File: src/design/sbf_pkg.sv
package sbf_pkg;

  localparam int CH_W          = 11;
  localparam int STICK_CNT     = 4;
  localparam int ENTRY_W       = CH_W * STICK_CNT;
  localparam int FRAME_LEN     = 25;
  localparam int FRAME_W       = FRAME_LEN * 8;
  localparam int BIDX_W        = 5;
  localparam int JOBQ_DEPTH    = 4;
  localparam int JOBQ_PTR_W    = 2;
  localparam int JOBQ_CNT_W    = 3;
  localparam int CFG_DATA_W    = 16;
  localparam int CFG_IDX_W     = 2;
  localparam int RC_QUEUE_DEPTH = 8;

  localparam logic [CH_W-1:0] IDLE_VALUE   = 11'd1500;
  localparam logic [7:0]      SYNC_BYTE    = 8'h0F;
  localparam logic [7:0]      FLAG_BYTE    = 8'h03;
  localparam logic [7:0]      END_BYTE     = 8'h00;

  localparam logic [7:0]      RST_FRAME_INTERVAL = 8'd14;
  localparam logic [15:0]     RST_ARM_TIMEOUT    = 16'd5000;
  localparam logic [CH_W-1:0] RST_SW_ARMED       = 11'd200;
  localparam logic [CH_W-1:0] RST_SW_DISARMED    = 11'd1800;

  localparam logic KIND_STATUS = 1'b0;
  localparam logic KIND_FRAME  = 1'b1;

  localparam logic ST_ACCEPTED = 1'b0;
  localparam logic ST_FULL     = 1'b1;

  typedef enum logic [1:0] {
    REQ_RC     = 2'd0,
    REQ_TICK   = 2'd1,
    REQ_KILL   = 2'd2,
    REQ_DISARM = 2'd3
  } req_t;

  typedef enum logic [CFG_IDX_W-1:0] {
    CFG_FRAME_INTERVAL = 2'd0,
    CFG_ARM_TIMEOUT    = 2'd1,
    CFG_SW_ARMED       = 2'd2,
    CFG_SW_DISARMED    = 2'd3
  } cfg_idx_t;

  // stick order: pitch, roll, yaw, throttle
  typedef struct packed {
    logic                            kind;
    logic                            status;
    logic                            armed;
    logic                            pwm;
    logic [STICK_CNT-1:0][CH_W-1:0]  stick;
    logic [CH_W-1:0]                 sw;
  } job_t;

  typedef struct packed {
    logic armed;
    logic pwm;
    logic killed;
  } ctl_status_t;

  function automatic logic [FRAME_W-1:0] frame_bits(job_t j);
    frame_bits = {END_BYTE, FLAG_BYTE,
                  {9{IDLE_VALUE}},
                  j.sw,
                  IDLE_VALUE, IDLE_VALUE,
                  j.stick[2], j.stick[3], j.stick[0], j.stick[1],
                  SYNC_BYTE};
  endfunction

endpackage

File: src/design/sbf_front.sv
module sbf_front import sbf_pkg::*; #(
  parameter int QUEUE_DEPTH = RC_QUEUE_DEPTH
) (
  input  logic                  clk,
  input  logic                  rst_n,
  input  logic                  item_valid,
  input  logic [1:0]            in_req_type,
  input  logic [CH_W-1:0]       in_pitch,
  input  logic [CH_W-1:0]       in_roll,
  input  logic [CH_W-1:0]       in_yaw,
  input  logic [CH_W-1:0]       in_throttle,
  input  logic                  cfg_we,
  input  logic [CFG_IDX_W-1:0]  cfg_index,
  input  logic [CFG_DATA_W-1:0] cfg_data,
  output logic                  job_push,
  output job_t                  job,
  output ctl_status_t           status
);

  localparam int PTR_W = (QUEUE_DEPTH > 1) ? $clog2(QUEUE_DEPTH) : 1;
  localparam int CNT_W = $clog2(QUEUE_DEPTH + 1);

  logic [7:0]      frame_interval_r;
  logic [15:0]     arm_timeout_r;
  logic [CH_W-1:0] sw_armed_r;
  logic [CH_W-1:0] sw_disarmed_r;

  logic [ENTRY_W-1:0] mem [QUEUE_DEPTH];
  logic [ENTRY_W-1:0] rd_data_r;
  logic [ENTRY_W-1:0] wr_data;
  logic               mem_we;

  logic [STICK_CNT-1:0][CH_W-1:0] stick_r, stick_nxt;
  logic [CNT_W-1:0] cnt_r, cnt_nxt;
  logic [PTR_W-1:0] rd_ptr_r, rd_ptr_nxt;
  logic [PTR_W-1:0] wr_ptr_r, wr_ptr_nxt;
  logic [7:0]       ftc_r, ftc_nxt;
  logic [7:0]       ftc_inc;
  logic [15:0]      tmo_cnt_r, tmo_cnt_nxt;
  logic             tmo_run_r, tmo_run_nxt;
  logic             armed_r, armed_nxt;
  logic             killed_r, killed_nxt;
  logic             pwm_r, pwm_nxt;

  function automatic logic [PTR_W-1:0] next_ptr(logic [PTR_W-1:0] p);
    next_ptr = (p == PTR_W'(QUEUE_DEPTH - 1)) ? '0 : p + 1'b1;
  endfunction

  assign wr_data = {in_throttle, in_yaw, in_roll, in_pitch};
  assign ftc_inc = ftc_r + 8'd1;

  always_comb begin
    stick_nxt   = stick_r;
    cnt_nxt     = cnt_r;
    rd_ptr_nxt  = rd_ptr_r;
    wr_ptr_nxt  = wr_ptr_r;
    ftc_nxt     = ftc_r;
    tmo_cnt_nxt = tmo_cnt_r;
    tmo_run_nxt = tmo_run_r;
    armed_nxt   = armed_r;
    killed_nxt  = killed_r;
    pwm_nxt     = pwm_r;
    mem_we      = 1'b0;
    job_push    = 1'b0;
    job         = '0;
    if (item_valid) begin
      unique case (in_req_type)
        REQ_RC: begin
          if (!killed_r) begin
            armed_nxt = 1'b1;
            pwm_nxt   = 1'b1;
          end
          tmo_cnt_nxt = arm_timeout_r;
          tmo_run_nxt = 1'b1;
          job_push    = 1'b1;
          job.kind    = KIND_STATUS;
          if (cnt_r < CNT_W'(QUEUE_DEPTH)) begin
            mem_we     = 1'b1;
            wr_ptr_nxt = next_ptr(wr_ptr_r);
            cnt_nxt    = cnt_r + 1'b1;
            job.status = ST_ACCEPTED;
          end else begin
            job.status = ST_FULL;
          end
          job.armed = armed_nxt;
          job.pwm   = pwm_nxt;
        end
        REQ_KILL: begin
          killed_nxt = 1'b1;
          armed_nxt  = 1'b0;
          pwm_nxt    = 1'b0;
        end
        REQ_DISARM: begin
          armed_nxt = 1'b0;
        end
        REQ_TICK: begin
          if (tmo_run_r) begin
            if (tmo_cnt_r <= 16'd1) begin
              tmo_cnt_nxt = '0;
              tmo_run_nxt = 1'b0;
              armed_nxt   = 1'b0;
            end else begin
              tmo_cnt_nxt = tmo_cnt_r - 16'd1;
            end
          end
          if (ftc_inc >= frame_interval_r) begin
            ftc_nxt = '0;
            if (cnt_r != '0) begin
              stick_nxt  = rd_data_r;
              rd_ptr_nxt = next_ptr(rd_ptr_r);
              cnt_nxt    = cnt_r - 1'b1;
            end
            job_push  = 1'b1;
            job.kind  = KIND_FRAME;
            job.stick = stick_nxt;
            job.sw    = armed_nxt ? sw_armed_r : sw_disarmed_r;
            job.armed = armed_nxt;
            job.pwm   = pwm_nxt;
          end else begin
            ftc_nxt = ftc_inc;
          end
        end
        default: ;
      endcase
    end
  end

  // read port tracks the next read pointer, write-first on a collision
  always_ff @(posedge clk) begin
    if (mem_we) begin
      mem[wr_ptr_r] <= wr_data;
    end
    if (mem_we && (wr_ptr_r == rd_ptr_nxt)) begin
      rd_data_r <= wr_data;
    end else begin
      rd_data_r <= mem[rd_ptr_nxt];
    end
  end

  always_ff @(posedge clk) begin
    if (!rst_n) begin
      frame_interval_r <= RST_FRAME_INTERVAL;
      arm_timeout_r    <= RST_ARM_TIMEOUT;
      sw_armed_r       <= RST_SW_ARMED;
      sw_disarmed_r    <= RST_SW_DISARMED;
    end else if (cfg_we) begin
      unique case (cfg_index)
        CFG_FRAME_INTERVAL: frame_interval_r <= cfg_data[7:0];
        CFG_ARM_TIMEOUT:    arm_timeout_r    <= cfg_data;
        CFG_SW_ARMED:       sw_armed_r       <= cfg_data[CH_W-1:0];
        CFG_SW_DISARMED:    sw_disarmed_r    <= cfg_data[CH_W-1:0];
        default: ;
      endcase
    end
  end

  always_ff @(posedge clk) begin
    if (!rst_n) begin
      stick_r   <= {STICK_CNT{IDLE_VALUE}};
      cnt_r     <= '0;
      rd_ptr_r  <= '0;
      wr_ptr_r  <= '0;
      ftc_r     <= '0;
      tmo_cnt_r <= '0;
      tmo_run_r <= 1'b0;
      armed_r   <= 1'b0;
      killed_r  <= 1'b0;
      pwm_r     <= 1'b0;
    end else begin
      stick_r   <= stick_nxt;
      cnt_r     <= cnt_nxt;
      rd_ptr_r  <= rd_ptr_nxt;
      wr_ptr_r  <= wr_ptr_nxt;
      ftc_r     <= ftc_nxt;
      tmo_cnt_r <= tmo_cnt_nxt;
      tmo_run_r <= tmo_run_nxt;
      armed_r   <= armed_nxt;
      killed_r  <= killed_nxt;
      pwm_r     <= pwm_nxt;
    end
  end

  assign status.armed  = armed_r;
  assign status.pwm    = pwm_r;
  assign status.killed = killed_r;

endmodule

File: src/design/sbf_job_fifo.sv
module sbf_job_fifo import sbf_pkg::*; (
  input  logic clk,
  input  logic rst_n,
  input  logic push,
  input  job_t push_job,
  input  logic deq,
  output job_t head,
  output logic head_valid,
  output logic full
);

  job_t                  q_r [JOBQ_DEPTH];
  logic [JOBQ_PTR_W-1:0] rd_ptr_r, rd_ptr_nxt;
  logic [JOBQ_PTR_W-1:0] wr_ptr_r, wr_ptr_nxt;
  logic [JOBQ_CNT_W-1:0] cnt_r, cnt_nxt;
  logic                  do_push;
  logic                  do_deq;

  assign full       = (cnt_r == JOBQ_CNT_W'(JOBQ_DEPTH));
  assign head_valid = (cnt_r != '0);
  assign head       = q_r[rd_ptr_r];
  assign do_push    = push && !full;
  assign do_deq     = deq && head_valid;

  always_comb begin
    rd_ptr_nxt = do_deq  ? rd_ptr_r + 1'b1 : rd_ptr_r;
    wr_ptr_nxt = do_push ? wr_ptr_r + 1'b1 : wr_ptr_r;
    cnt_nxt    = cnt_r;
    if (do_push && !do_deq) begin
      cnt_nxt = cnt_r + 1'b1;
    end else if (do_deq && !do_push) begin
      cnt_nxt = cnt_r - 1'b1;
    end
  end

  always_ff @(posedge clk) begin
    if (do_push) begin
      q_r[wr_ptr_r] <= push_job;
    end
  end

  always_ff @(posedge clk) begin
    if (!rst_n) begin
      rd_ptr_r <= '0;
      wr_ptr_r <= '0;
      cnt_r    <= '0;
    end else begin
      rd_ptr_r <= rd_ptr_nxt;
      wr_ptr_r <= wr_ptr_nxt;
      cnt_r    <= cnt_nxt;
    end
  end

endmodule

File: src/design/sbf_back.sv
module sbf_back import sbf_pkg::*; (
  input  logic              clk,
  input  logic              rst_n,
  input  job_t              head,
  input  logic              head_valid,
  output logic              deq,
  input  logic              pop,
  output logic              empty,
  output logic              out_kind,
  output logic              out_status_code,
  output logic [7:0]        out_frame_byte,
  output logic [BIDX_W-1:0] out_byte_index,
  output logic              out_last_byte,
  output logic              out_armed_flag,
  output logic              out_pwm_enable
);

  localparam logic [BIDX_W-1:0] LAST_IDX = BIDX_W'(FRAME_LEN - 1);

  logic [BIDX_W-1:0]  bcnt_r, bcnt_nxt;
  logic               oval_r, oval_nxt;
  logic               load;
  logic [FRAME_W-1:0] fbits;

  assign fbits = frame_bits(head);
  assign load  = head_valid && (!oval_r || pop);
  assign empty = !oval_r;

  always_comb begin
    bcnt_nxt = bcnt_r;
    deq      = 1'b0;
    oval_nxt = oval_r;
    if (load) begin
      oval_nxt = 1'b1;
      if (head.kind == KIND_STATUS || bcnt_r == LAST_IDX) begin
        deq      = 1'b1;
        bcnt_nxt = '0;
      end else begin
        bcnt_nxt = bcnt_r + 1'b1;
      end
    end else if (pop) begin
      oval_nxt = 1'b0;
    end
  end

  always_ff @(posedge clk) begin
    if (load) begin
      out_kind       <= head.kind;
      out_armed_flag <= head.armed;
      out_pwm_enable <= head.pwm;
      if (head.kind == KIND_FRAME) begin
        out_status_code <= ST_ACCEPTED;
        out_frame_byte  <= fbits[{bcnt_r, 3'b000} +: 8];
        out_byte_index  <= bcnt_r;
        out_last_byte   <= (bcnt_r == LAST_IDX);
      end else begin
        out_status_code <= head.status;
        out_frame_byte  <= '0;
        out_byte_index  <= '0;
        out_last_byte   <= 1'b0;
      end
    end
  end

  always_ff @(posedge clk) begin
    if (!rst_n) begin
      bcnt_r <= '0;
      oval_r <= 1'b0;
    end else begin
      bcnt_r <= bcnt_nxt;
      oval_r <= oval_nxt;
    end
  end

endmodule

File: src/design/sbus_frame_generator.sv
// Channel  Handshake         Payload
// input    push / full       in_req_type, in_pitch, in_roll, in_yaw, in_throttle
// result   pop / empty       out_kind, out_status_code, out_frame_byte, out_byte_index,
//                            out_last_byte, out_armed_flag, out_pwm_enable
// config   cfg_we            cfg_index, cfg_data
//
// One request is taken per cycle while the job queue (4 entries) has room.
// An rc update's status passes the job queue, then the output register, when no job
// is ahead; a 25-byte frame goes out one byte per cycle while results are popped.
// Reset is synchronous and active low.
// full rises when the job queue fills, behind a stalled result side or behind
// frames still being serialized.
module sbus_frame_generator import sbf_pkg::*; #(
  parameter int QUEUE_DEPTH = RC_QUEUE_DEPTH
) (
  input  logic                  clk,
  input  logic                  rst_n,
  input  logic                  push,
  output logic                  full,
  input  logic [1:0]            in_req_type,
  input  logic [CH_W-1:0]       in_pitch,
  input  logic [CH_W-1:0]       in_roll,
  input  logic [CH_W-1:0]       in_yaw,
  input  logic [CH_W-1:0]       in_throttle,
  input  logic                  pop,
  output logic                  empty,
  output logic                  out_kind,
  output logic                  out_status_code,
  output logic [7:0]            out_frame_byte,
  output logic [BIDX_W-1:0]     out_byte_index,
  output logic                  out_last_byte,
  output logic                  out_armed_flag,
  output logic                  out_pwm_enable,
  input  logic                  cfg_we,
  input  logic [CFG_IDX_W-1:0]  cfg_index,
  input  logic [CFG_DATA_W-1:0] cfg_data
);

  logic        item_valid;
  logic        job_push;
  job_t        job;
  job_t        head;
  logic        head_valid;
  logic        deq;
  ctl_status_t status;

  assign item_valid = push && !full;

  sbf_front #(
    .QUEUE_DEPTH(QUEUE_DEPTH)
  ) u_front (
    .clk        (clk),
    .rst_n      (rst_n),
    .item_valid (item_valid),
    .in_req_type(in_req_type),
    .in_pitch   (in_pitch),
    .in_roll    (in_roll),
    .in_yaw     (in_yaw),
    .in_throttle(in_throttle),
    .cfg_we     (cfg_we),
    .cfg_index  (cfg_index),
    .cfg_data   (cfg_data),
    .job_push   (job_push),
    .job        (job),
    .status     (status)
  );

  sbf_job_fifo u_jobq (
    .clk       (clk),
    .rst_n     (rst_n),
    .push      (job_push),
    .push_job  (job),
    .deq       (deq),
    .head      (head),
    .head_valid(head_valid),
    .full      (full)
  );

  sbf_back u_back (
    .clk            (clk),
    .rst_n          (rst_n),
    .head           (head),
    .head_valid     (head_valid),
    .deq            (deq),
    .pop            (pop),
    .empty          (empty),
    .out_kind       (out_kind),
    .out_status_code(out_status_code),
    .out_frame_byte (out_frame_byte),
    .out_byte_index (out_byte_index),
    .out_last_byte  (out_last_byte),
    .out_armed_flag (out_armed_flag),
    .out_pwm_enable (out_pwm_enable)
  );

  a_last_byte: assert property (@(posedge clk) disable iff (!rst_n)
    (!empty && out_last_byte) |->
      (out_kind == KIND_FRAME) && (out_byte_index == BIDX_W'(FRAME_LEN - 1)))
    else $error("last byte flag off the final frame position");

  a_kill_off: assert property (@(posedge clk) disable iff (!rst_n)
    status.killed |-> (!status.armed && !status.pwm))
    else $error("armed or pwm on after kill");

  a_status_clean: assert property (@(posedge clk) disable iff (!rst_n)
    (!empty && out_kind == KIND_STATUS) |->
      (out_frame_byte == 8'h00) && (out_byte_index == '0) && !out_last_byte)
    else $error("status transaction carries frame fields");

  a_sync_first: assert property (@(posedge clk) disable iff (!rst_n)
    (!empty && out_kind == KIND_FRAME && out_byte_index == '0) |->
      (out_frame_byte == SYNC_BYTE))
    else $error("frame does not open with sync byte");

endmodule
File: config.mk
export PLATFORM = sky130hd
export DESIGN_NAME = sbus_frame_generator
export DESIGN_NICKNAME = d
export VERILOG_FILES = /design/src/design/sbf_pkg.sv /design/src/design/sbf_front.sv /design/src/design/sbf_job_fifo.sv /design/src/design/sbf_back.sv /design/src/design/sbus_frame_generator.sv
export SDC_FILE = /design/constraint.sdc
export NUM_CORES = 1
export LEC_CHECK = 0
export BUFFER_PORTS_ARGS = -buffer_cell sky130_fd_sc_hd__buf_4
export CORE_UTILIZATION = 56
export CTS_CLUSTER_DIAMETER = 30
export DETAILED_ROUTE_END_ITERATION = 8
export GPL_TIMING_DRIVEN = 0
export PLACE_DENSITY = 0.78
export SLEW_MARGIN = 20
export SYNTH_ARGS = -nofsm -noshare
export SYNTH_HDL_FRONTEND = slang
export SYNTH_SLANG_ARGS = --single-unit
File: constraint.sdc
create_clock -name clk -period 7.1 [get_ports clk]
set_input_delay 1.42 -clock clk [delete_from_list [all_inputs] [get_ports clk]]
set_output_delay 1.42 -clock clk [all_outputs]
set_load 0.02 [all_outputs]
==> key figures <==
Detailed routing
  • Drt wl/cell: 25.4 um
  • Number of DRC violations after detailed routing: 0
  • Number of detailed-route iterations in the first pass: 6
  • Met2 wire length: 36600 um
  • Starting DRC count in detailed routing: 2009
  • Via count of the routed design: 18100
  • Wire length after detailed routing: ~73000 um
  • Met1 WL: 28400 um
  • Vias per inst: 6.28
  • Detail Route met3 WL: 6080 um
  • Count of antenna-violating nets left after detailed routing: 0
  • Uppermost layer routed: met5

Clocking
  • Number of sinks driven by the clock tree: 752
  • H-tree lvl count: 4
  • CTS buffer count: between 100 and 150
  • CTS max path bufs: 3
  • Clock latency reported for the late side of the worst-skew pair: about 0.73 ns
  • Post-CTS Repair Setup Buffers: 0
  • Count of hold buffers inserted by post-cts repair: 0
  • Post-cts repair resize count: 0
  • Worst-path clk slew: roughly 0.040 ns
  • Root Buffer Master: sky130_fd_sc_hd__clkbuf_16
  • CTS tree: yes

Setup path
  • Worst r2r dst: u_jobq.q_r[0][45]
  • Crit-path cells: and4_1 -> nand4_1 -> xnor2_1 -> ha_1 -> a21oi_1 -> o21ai_0 -> nand2b_1 -> a21boi_0 -> clkbuf_1 -> buf_2 -> buf_1 -> a211oi_1
  • R2r setup slk: between 2 and 3 ns
  • WP depth: 12
  • CP endpoint: u_jobq.q_r[0][45]
  • Startpoint Class: flip-flop
  • Worst Setup End Kind: flip-flop
  • Maximum net fanout on the critical path: 10
  • Crit-path slowest cell: sky130_fd_sc_hd__a21boi_0
  • Buffers and inverters on the worst path: 3
  • Startpoint of the worst register-to-register path: u_front.ftc_r[0]
  • Data required time of the critical path: 7.47 ns
  • Setup CP Type: flip-flop to flip-flop
  • Worst path max stage delay: 0.68 ns
  • Number of cells on the worst reg-to-reg path: 12
  • Dominant delay contributor by cell family on the critical path: buffers and inverters
  • Data arrival time at the worst-slack endpoint: 4.72 ns
  • Worst setup path startpoint: u_front.ftc_r[0]

STA
  • Peak clock frequency supported by timing: about 0.23 GHz
  • Actual slew at the worst max-slew pin: about 1.1 ns
  • Portion of the clock cycle consumed by the worst path in the final layout: 61.2%
  • Final Hold Violating Endpoints: 0
  • Worst relative slew slack: 26.0%
  • Setup violations, final: 0
  • Final setup TNS: 0 ns
  • Unrepaired setup endpoints after global routing: no
  • Pins over their slew limit: 0
  • Slack of the critical path: 2.75 ns
  • Largest clock skew in the final design: 0.0369 ns
  • Final critical delay including setup and external delays: 4.35 ns

Yosys
  • Synthesized-area fraction occupied by xor and xnor cells: 0.499%
  • Ys Warns: 0
  • Dominant combinational cell family by area after synthesis: multiplexers
  • Top post-synthesis cells by area: sky130_fd_sc_hd__edfxtp_1 (61%), sky130_fd_sc_hd__mux4_2 (11%), sky130_fd_sc_hd__dfxtp_1 (9.8%)
  • Synth Flop Type: sky130_fd_sc_hd__edfxtp_1
  • Cell with the most instances after synthesis: sky130_fd_sc_hd__edfxtp_1
  • EDFF count, synth: 606
  • Area leader, netlist: sky130_fd_sc_hd__edfxtp_1
  • Area share of the largest cell type after synthesis: between 60% and 70%
  • Syn_area_per_cell: 16.4 um^2
  • Area fraction in and, or, nand and nor cells after synthesis: 5.25%
  • Register bit count reported by yosys: approximately 750
  • Synth async-reset ratio: 0%
  • Post-synth cell types: 68
  • Number of instances in the synthesized netlist: 1815
  • Syn_nets: 1912
  • Commonest cells post-synth: sky130_fd_sc_hd__edfxtp_1 (606), sky130_fd_sc_hd__dfxtp_1 (146), sky130_fd_sc_hd__mux4_2 (146)
  • Synthesized cell area: 0.0298 mm^2
  • Sequential area share after synthesis: 70.8%
  • Synthesized-area fraction occupied by ao, oa, aoi and oai cells: 6.76%
  • Post-Synth Adder-Cell Area: 1.23%
  • Multiplexer share of the synthesized area: 13.4%

Placed design
  • Number of buffers added on ports: 86
  • Number of placed instances with taps included: 2634
  • Detailed placer's ending HPWL: 45300 um
  • Setup Slack @ Placement: roughly 2.1 ns
  • Final estimated routing congestion in global placement: 0.915

Global route
  • Number of antenna violations at the first check in global routing: 4
  • Total congestion overflow: 0
  • Largest net degree at the start of global routing: 46
  • Global routing usage summed across all routing layers: roughly 28%
  • Via count of the first global-routing pass: 18400
  • Wire length of the first global-routing pass: 110000 um

Pwr
  • IR Drop Worst-Case VDD: about 0.27 mV
  • Total power consumption of the routed design: roughly 13000 uW
  • LEAKAGE: 0.0126 uW
  • Power density normalized to cell area: 349 mW/mm^2

Floorplan
  • Area of the core: 0.0526 mm^2
  • Chip Height: between 200 and 250 um
  • I/O pin total: 89
  • Starting Density: 56.7%
  • Floorplan die width: 233 um
  • Number of rows created at floorplan: 84
  • Area of the die: 0.0542 mm^2

Layout
  • Post-route insts no fill: 2882
  • Sequential cell area in the final layout: between 0.02 and 0.025 mm^2
  • Fill cell total of the finished layout: 3230
  • Net total in the final layout: 2179
  • Multi-input gate area in the final layout: 0.00818 mm^2
  • Share of the core filled with cells: 69.5%
  • Signed area change from the synthesized netlist to the final layout: 22.4%
  • Ratio of cells with drive above 1 in the final layout: around a quarter

Status
  • Outcome: finished clean

Hold path
  • HP Class: flip-flop to flip-flop

Flow run
  • Max Cap Viol: 0
-- cells by family (layout without fill, tap and decap cells) --
group	Yosys count	in the layout
AOI/OAI and AO/OA	297	297
xor gates and xnor gates	17	17
adders and majority gates	28	28
buffers and inverters	149	526
DFF	752	752
muxes	216	216
other	0	2
and+or+nand+nor	356	356
-- report_power, final --
part           switching, uW  internal (uW)
clock                   2250           4130
sequential              64.9           4920
combinational            818            537
total                   3140           9590
-- worst min-delay path by stage --
stage,startpoint,endpoint,cells past startpoint
detailed placement,u_front.sw_disarmed_r[4],u_front.sw_disarmed_r[4],2
global placement,u_front.sw_disarmed_r[4],u_front.sw_disarmed_r[4],2
CTS,u_front.sw_disarmed_r[4],u_front.sw_disarmed_r[4],2
finish,u_front.sw_disarmed_r[4],u_front.sw_disarmed_r[4],2
global route,u_front.arm_timeout_r[6],u_front.arm_timeout_r[6],2
floorplan,u_front.arm_timeout_r[6],u_front.arm_timeout_r[6],2
-- layout make-up --
class / instances / share of cell area, %
sequential: 752 / 57.9
multi-input combinational: 914 / 22.4
clock buffer: 163 / 9.85
timing repair buffer: 131 / 3.13
clock inverter: 83 / 2.70
tap: 688 / 2.36
buffer: 114 / 1.32
inverter: 35 / 0.360
antenna: 2 / 0.0137
-- cells in the final DEF, fill, tap and decap left out, types with 9 or more instances in the layout --
cell type	n
sky130_fd_sc_hd__inv_6	9
sky130_fd_sc_hd__clkbuf_8	9
sky130_fd_sc_hd__clkinvlp_4	14
sky130_fd_sc_hd__a211oi_1	62
sky130_fd_sc_hd__dfxtp_1	146
sky130_fd_sc_hd__nand2_1	135
sky130_fd_sc_hd__bufinv_16	13
sky130_fd_sc_hd__nor3_1	14
sky130_fd_sc_hd__mux2i_1	67
sky130_fd_sc_hd__clkinv_2	16
sky130_fd_sc_hd__mux4_2	146
sky130_fd_sc_hd__clkinv_1	9
sky130_fd_sc_hd__nor2_1	123
sky130_fd_sc_hd__a21oi_1	89
sky130_fd_sc_hd__a211o_1	28
sky130_fd_sc_hd__buf_2	21
sky130_fd_sc_hd__o21ai_0	36
sky130_fd_sc_hd__edfxtp_1	606
sky130_fd_sc_hd__buf_6	13
sky130_fd_sc_hd__buf_4	115
sky130_fd_sc_hd__ha_1	26
sky130_fd_sc_hd__clkbuf_16	136
sky130_fd_sc_hd__clkinv_4	9
sky130_fd_sc_hd__inv_1	33
sky130_fd_sc_hd__clkbuf_1	100
sky130_fd_sc_hd__nand3_1	24
sky130_fd_sc_hd__xnor2_1	9
-- worst register-to-register path, cell delays in order (launching register included) --
cell	delay (ns)
sky130_fd_sc_hd__dfxtp_1	0.42
sky130_fd_sc_hd__and4_1	0.24
sky130_fd_sc_hd__nand4_1	0.14
sky130_fd_sc_hd__xnor2_1	0.25
sky130_fd_sc_hd__ha_1	0.31
sky130_fd_sc_hd__a21oi_1	0.14
sky130_fd_sc_hd__o21ai_0	0.15
sky130_fd_sc_hd__nand2b_1	0.11
sky130_fd_sc_hd__a21boi_0	0.68
sky130_fd_sc_hd__clkbuf_1	0.46
sky130_fd_sc_hd__buf_2	0.33
sky130_fd_sc_hd__buf_1	0.50
sky130_fd_sc_hd__a211oi_1	0.29
-- per-layer routing --
layer  track usage, %  up-vias
li1                 -     7745
met1             36.6     9183
met2             45.1      993
met3             6.75      172
met4             11.5        2
met5                0        -
-- stage by stage --
stage / area (um^2) / hold WS [ns]
2_1_floorplan: 29800 / 0.432
3_3_place_gp: 31300 / 0.442
3_5_place_dp: 31900 / 0.448
4_1_cts: 36500 / 0.453
5_1_grt: 36500 / 0.474
6_report: 36500 / 0.455
-- flip-flops by register name, indices dropped and copies added (netlist names), 2 cells and up, named ones only --
name                      flops
u_front.mem                 352
u_jobq.q_r                  236
u_front.stick_r              44
u_front.arm_timeout_r        16
u_front.tmo_cnt_r            16
u_front.sw_armed_r           11
u_front.sw_disarmed_r        11
u_back.out_frame_byte         8
u_front.frame_interval_r      8
u_front.ftc_r                 8
u_back.bcnt_r                 5
u_back.out_byte_index         5
u_front.cnt_r                 4
u_front.rd_ptr_r              3
u_front.wr_ptr_r              3
u_jobq.cnt_r                  3
u_jobq.rd_ptr_r               2
u_jobq.wr_ptr_r               2
No activity file was read; power rests on OpenSTA's default activity.
